--- src/design/tdpt_pkg.sv ---
// Shared types and constants for the trial division prime test.
package tdpt_pkg;

    // First trial divisor and its square.
    localparam int unsigned FIRST_DIVISOR = 3;
    localparam int unsigned FIRST_SQUARE  = 9;

    // Commands from the controller to the datapath.
    typedef struct packed {
        logic load;        // capture a new number, reset divisor to three
        logic div_start;   // begin a remainder computation
        logic next_div;    // advance divisor by one and update its square
    } t_cmd;

    // Status from the datapath to the controller.
    typedef struct packed {
        logic invalid;     // number is zero or negative
        logic one_or_two;  // number is one or two
        logic even;        // number is even
        logic sq_over;     // divisor squared exceeds the number
        logic div_done;    // remainder unit is idle
        logic rem_zero;    // last remainder was zero
    } t_sts;

endpackage

--- src/design/tdpt_ctrl.sv ---
// Controller: sequences classification, trial divisions and result delivery.
module tdpt_ctrl (
    input  logic           i_clk,
    input  logic           i_rst_n,
    input  logic           i_in_valid,
    output logic           o_in_ready,
    output logic           o_out_valid,
    input  logic           i_out_ready,
    output logic           o_status,
    output logic           o_composite,
    output tdpt_pkg::t_cmd o_cmd,
    input  tdpt_pkg::t_sts i_sts
);

    typedef enum logic [1:0] {
        S_IDLE,
        S_CHECK,
        S_DIV,
        S_OUT
    } t_state;

    t_state r_state, n_state;
    logic   r_status, n_status;
    logic   r_composite, n_composite;

    assign o_in_ready  = (r_state == S_IDLE);
    assign o_out_valid = (r_state == S_OUT);
    assign o_status    = r_status;
    assign o_composite = r_composite;

    always_comb begin
        n_state     = r_state;
        n_status    = r_status;
        n_composite = r_composite;
        o_cmd       = '0;
        unique case (r_state)
            S_IDLE: begin
                if (i_in_valid) begin
                    o_cmd.load = 1'b1;
                    n_state    = S_CHECK;
                end
            end
            S_CHECK: begin
                n_status    = 1'b0;
                n_composite = 1'b0;
                if (i_sts.invalid) begin
                    n_status = 1'b1;
                    n_state  = S_OUT;
                end else if (i_sts.one_or_two) begin
                    n_state = S_OUT;
                end else if (i_sts.even) begin
                    n_composite = 1'b1;
                    n_state     = S_OUT;
                end else if (i_sts.sq_over) begin
                    n_state = S_OUT;
                end else begin
                    o_cmd.div_start = 1'b1;
                    n_state         = S_DIV;
                end
            end
            S_DIV: begin
                if (i_sts.div_done) begin
                    if (i_sts.rem_zero) begin
                        n_composite = 1'b1;
                        n_state     = S_OUT;
                    end else begin
                        o_cmd.next_div = 1'b1;
                        n_state        = S_CHECK;
                    end
                end
            end
            S_OUT: begin
                if (i_out_ready) begin
                    n_state = S_IDLE;
                end
            end
            default: begin
                n_state = S_IDLE;
            end
        endcase
    end

    always_ff @(posedge i_clk) begin
        if (!i_rst_n) begin
            r_state     <= S_IDLE;
            r_status    <= 1'b0;
            r_composite <= 1'b0;
        end else begin
            r_state     <= n_state;
            r_status    <= n_status;
            r_composite <= n_composite;
        end
    end

endmodule

--- config.mk ---
export PLATFORM = sky130hd
export DESIGN_NAME = tdpt_ctrl
export DESIGN_NICKNAME = d
export VERILOG_FILES = /design/src/design/tdpt_pkg.sv /design/src/design/tdpt_ctrl.sv
export SDC_FILE = /design/constraint.sdc
export NUM_CORES = 1
export LEC_CHECK = 0
export BUFFER_PORTS_ARGS = -buffer_cell sky130_fd_sc_hd__buf_2
export CAP_MARGIN = 20
export CORE_AREA = 2 2 39 41
export DETAILED_ROUTE_END_ITERATION = 8
export DIE_AREA = 0 0 41 43
export GPL_TIMING_DRIVEN = 1
export SLEW_MARGIN = 30
export SYNTH_ARGS = -nofsm -noshare
export SYNTH_HDL_FRONTEND = slang
export SYNTH_SLANG_ARGS = --single-unit
--- constraint.sdc ---
create_clock -name i_clk -period 2.5 [get_ports i_clk]
set_input_delay 0.5 -clock i_clk [delete_from_list [all_inputs] [get_ports i_clk]]
set_output_delay 0.5 -clock i_clk [all_outputs]
set_load 0.01 [all_outputs]
# Word-level counts from Yosys, hierarchy flattened
# Index checks and enable logic that the tools add are counted.
# classes
n_bitwise	0
magnitude_cmp	0
mux	26
n_shift	0
n_addsub	0
eq_ne	7
n_reduce_logical	4
n_div	0
mul	0
# ops
cell	n
$mux 1	17
$mux 2	7
$pmux 2 s4	1
$ne 2x2->1 const B	3
$reduce_and 3->1	2
$eq 2x2->1 const B	2
$eq 2x1->1 const B	1
$logic_not 2->1	1
$ne 2x1->1 const B	1
$pmux 1 s2	1
$reduce_bool 2->1	1
# word_totals
inputBits	10
mem_bits_rw	0
output_inout_bits	7
ff_bits	4
n_memories	0
latchBits	0
mem_bits_ro	0

# Depth between registers and ports, before layout
# logic_depth
ltp_word	5
depth_mapped	4

# Least setup slack after synthesis
# OpenSTA, ideal clock, no wires.
# synth_path
kind	in2out
startpoint	input port i_sts[5] in the netlist's numbering
endpoint	output port o_cmd[1] in the netlist's numbering
n_path_buf	0
setup_slack_ns	0.782
t_required_ns	2.000
path_stages	2
t_arrival_ns	1.218
path_cell_list	or4_4 -> nor2_1
# synth_rtl
element	line_no	text
start, declared	tdpt_ctrl.sv:12	input tdpt_pkg::t_sts i_sts
end, declared	tdpt_ctrl.sv:11	output tdpt_pkg::t_cmd o_cmd,

==> impl_results.md <==
- Status: completed
- Asr flop ratio synth: 0
- Crit path largest cell delay: 0.54 ns
- Most frequent cells in the layout: buf_2, nand2_1, dfxtp_1
- Port Buf Inserts: 16
- Syn Area/Cell: a little over 8 um^2
- Crit. End Element: output pin
- H-tree levels: 1
- Ant. Diodes: 0
- PwrDens: about 630 mW/mm^2
- CP Cell Sequence: buf_2, or4_4, nor2_1, buf_2
- Final Critical Period: between 1.5 and 2 ns
- Initial antenna violation count: 0
- Yosys warns: 0
- TritonCTS clock tree: yes
- RSZ-0062 raised after global routing: no
- Placed insts: between 60 and 70
- Core Box Area: 0.00138 mm^2
- Initial drt markers: 2
- Die height: between 40 and 50 um
- Fin crit share: 0.753
- Clock slew at reported path FFs: roughly 0.04 ns
- Final Hold Viols: 0
- Final net count: 60
- Critical path's slowest cell: or4_4
- Total GRT Usage: 0.0843
- Num ports: 17
- Post-synth net total: around 40
- Vias in the first global route: roughly 250
- CP Data Arrival Time: ~1.4 ns
- Setup bufs post-CTS: 0
- Grt ovf: 0
- FMAX: around 530 MHz
- Startpoint Class: input port
- Finished Layout Cells: 64
- Worst-path fanout max: 3
- CP Class: input port to output pin
- Seq cells post-synth: 4
- Design Power: approximately 0.23 mW
- Clock tree buffer depth: 2
- Clock Skews: around 0.0028 ns
- CTS Hold Bufs: 0
- DRT Wirelength: 607 um
- Mapped Cells: 31
- Most common cell after layout, fill and taps aside: buf_2
- Routability cong.: about 0.68
- Layout fillers: 154
- Resized cells post-CTS: 0
- TritonCTS Buffers: 3
- Wire per inst: approximately 9.5 um
- Die Area: around 0.0018 mm^2
- Peak supply drop: around 0.00018 V
- TNS Setup: 0 ns
- Global-route wire length before repair: slightly above 900 um
- DRC viols: 0
- Req. time, crit path: around 2.0 ns
- Rows: 14
- Final slew viol count: 0
- Layout area overhead: 45.5%
- Initial cell density of the core: 0.181
- DR vias: approximately 270
- CTS Root Cell: clkbuf_4
- Endpoints failing setup: 0
- Worst-Margin Slew: 0.326 ns
- Worst-Skew Late Latency: approximately 0.24 ns
- Seq/Total Area, Yosys: 0.320
- Leak: approximately 0.16 nW
- Dominant synthesized flop cell: dfxtp_1
- Hold/Removal Path Class: flip-flop to flip-flop
- Router iterations before antenna repair: 4
- Num Clock Sinks: 4
- Slew Limit Headroom: 0.782
- Via density: between 4 and 5
- Die width: a little over 40 um
- Largest net degree at the start of global routing: 11
- Total of max-cap violations: 0
- Layout cell share with drive strength beyond 1: 0.438
- Synthesized area: about 250 um^2
- Crit path top cell by count: buf_2
- Post-synth EDFFs: 0
- Antenna Nets Post-Route: 0
- Synth unique cells: 17
==> cell usage after synthesis, types with 2 or more instances <==
cell,count,area [um^2]
a21boi_1,2,15.0
and2_1,2,12.5
dfxtp_1,4,80.1
nand2_1,4,15.0
nand2b_1,3,18.8
nor2_1,3,11.3
nor3b_1,2,15.0
o21ai_1,2,10.0
==> metrics by stage <==
| stage | util | hold slack (ns) | worst slack [ns] | instance area, um^2 |
|---|---|---|---|---|
| finish | 0.263 | 0.447 | 0.618 | 364 |
| global placement | 0.247 | 0.443 | 0.617 | 342 |
| global route | 0.263 | 0.469 | 0.581 | 364 |
| detailed placement | 0.247 | 0.446 | 0.613 | 342 |
| CTS | 0.263 | 0.451 | 0.612 | 364 |
| floorplan | - | 0.479 | 0.782 | 250 |
==> cells by family after synthesis <==
family | share of synthesized area
simple gates | 0.425
flops | 0.320
compound gates | 0.180
buf+inv | 0.0350
mux | 0.0400
==> layer usage <==
metal  global-route usage  share of wire  wire [um]  vias up
met5                    0              0          0        -
met4                0.120              0          0        0
met3               0.0157           0.10         61        0
met2                0.122           0.50        305       13
met1               0.0769           0.40        241      117
li1                     -              -          -      141
==> power by group <==
group | internal [mW] | switching [mW] | total [mW]
clock | 0.0537 | 0.0270 | 0.0807
combinational | 0.0327 | 0.0292 | 0.0619
sequential | 0.0739 | 0.0140 | 0.0879
==> worst paths after layout <==
check | start | end | slack (ns) | cells past startpoint
max | i_sts[5] | o_cmd[1] | 0.62 | 4
min reg2reg | o_status | o_status | 0.45 | 2
max reg2reg | r_state[1] | r_state[0] | 1.55 | 3
min | o_status | o_status | 0.45 | 2
==> state kept, by name, indices dropped and copies added, names as in the netlist <==
register,flops
r_state,2
o_composite,1
o_status,1
==> area by class of cell <==
class                           instances  area, um^2  area share
Multi-Input combinational cell         25         161       0.443
Clock buffer                            3        22.5      0.0619
Tap cell                               16        20.0      0.0550
Timing Repair Buffer                   16        80.1       0.220
Sequential cell                         4        80.1       0.220
==> critical path, delay by kind of cell <==
kind / cells / cell delay, ns
simple gates: 2 / 0.64
buf+inv: 2 / 0.24
Power figures use the tool's default switching activity.
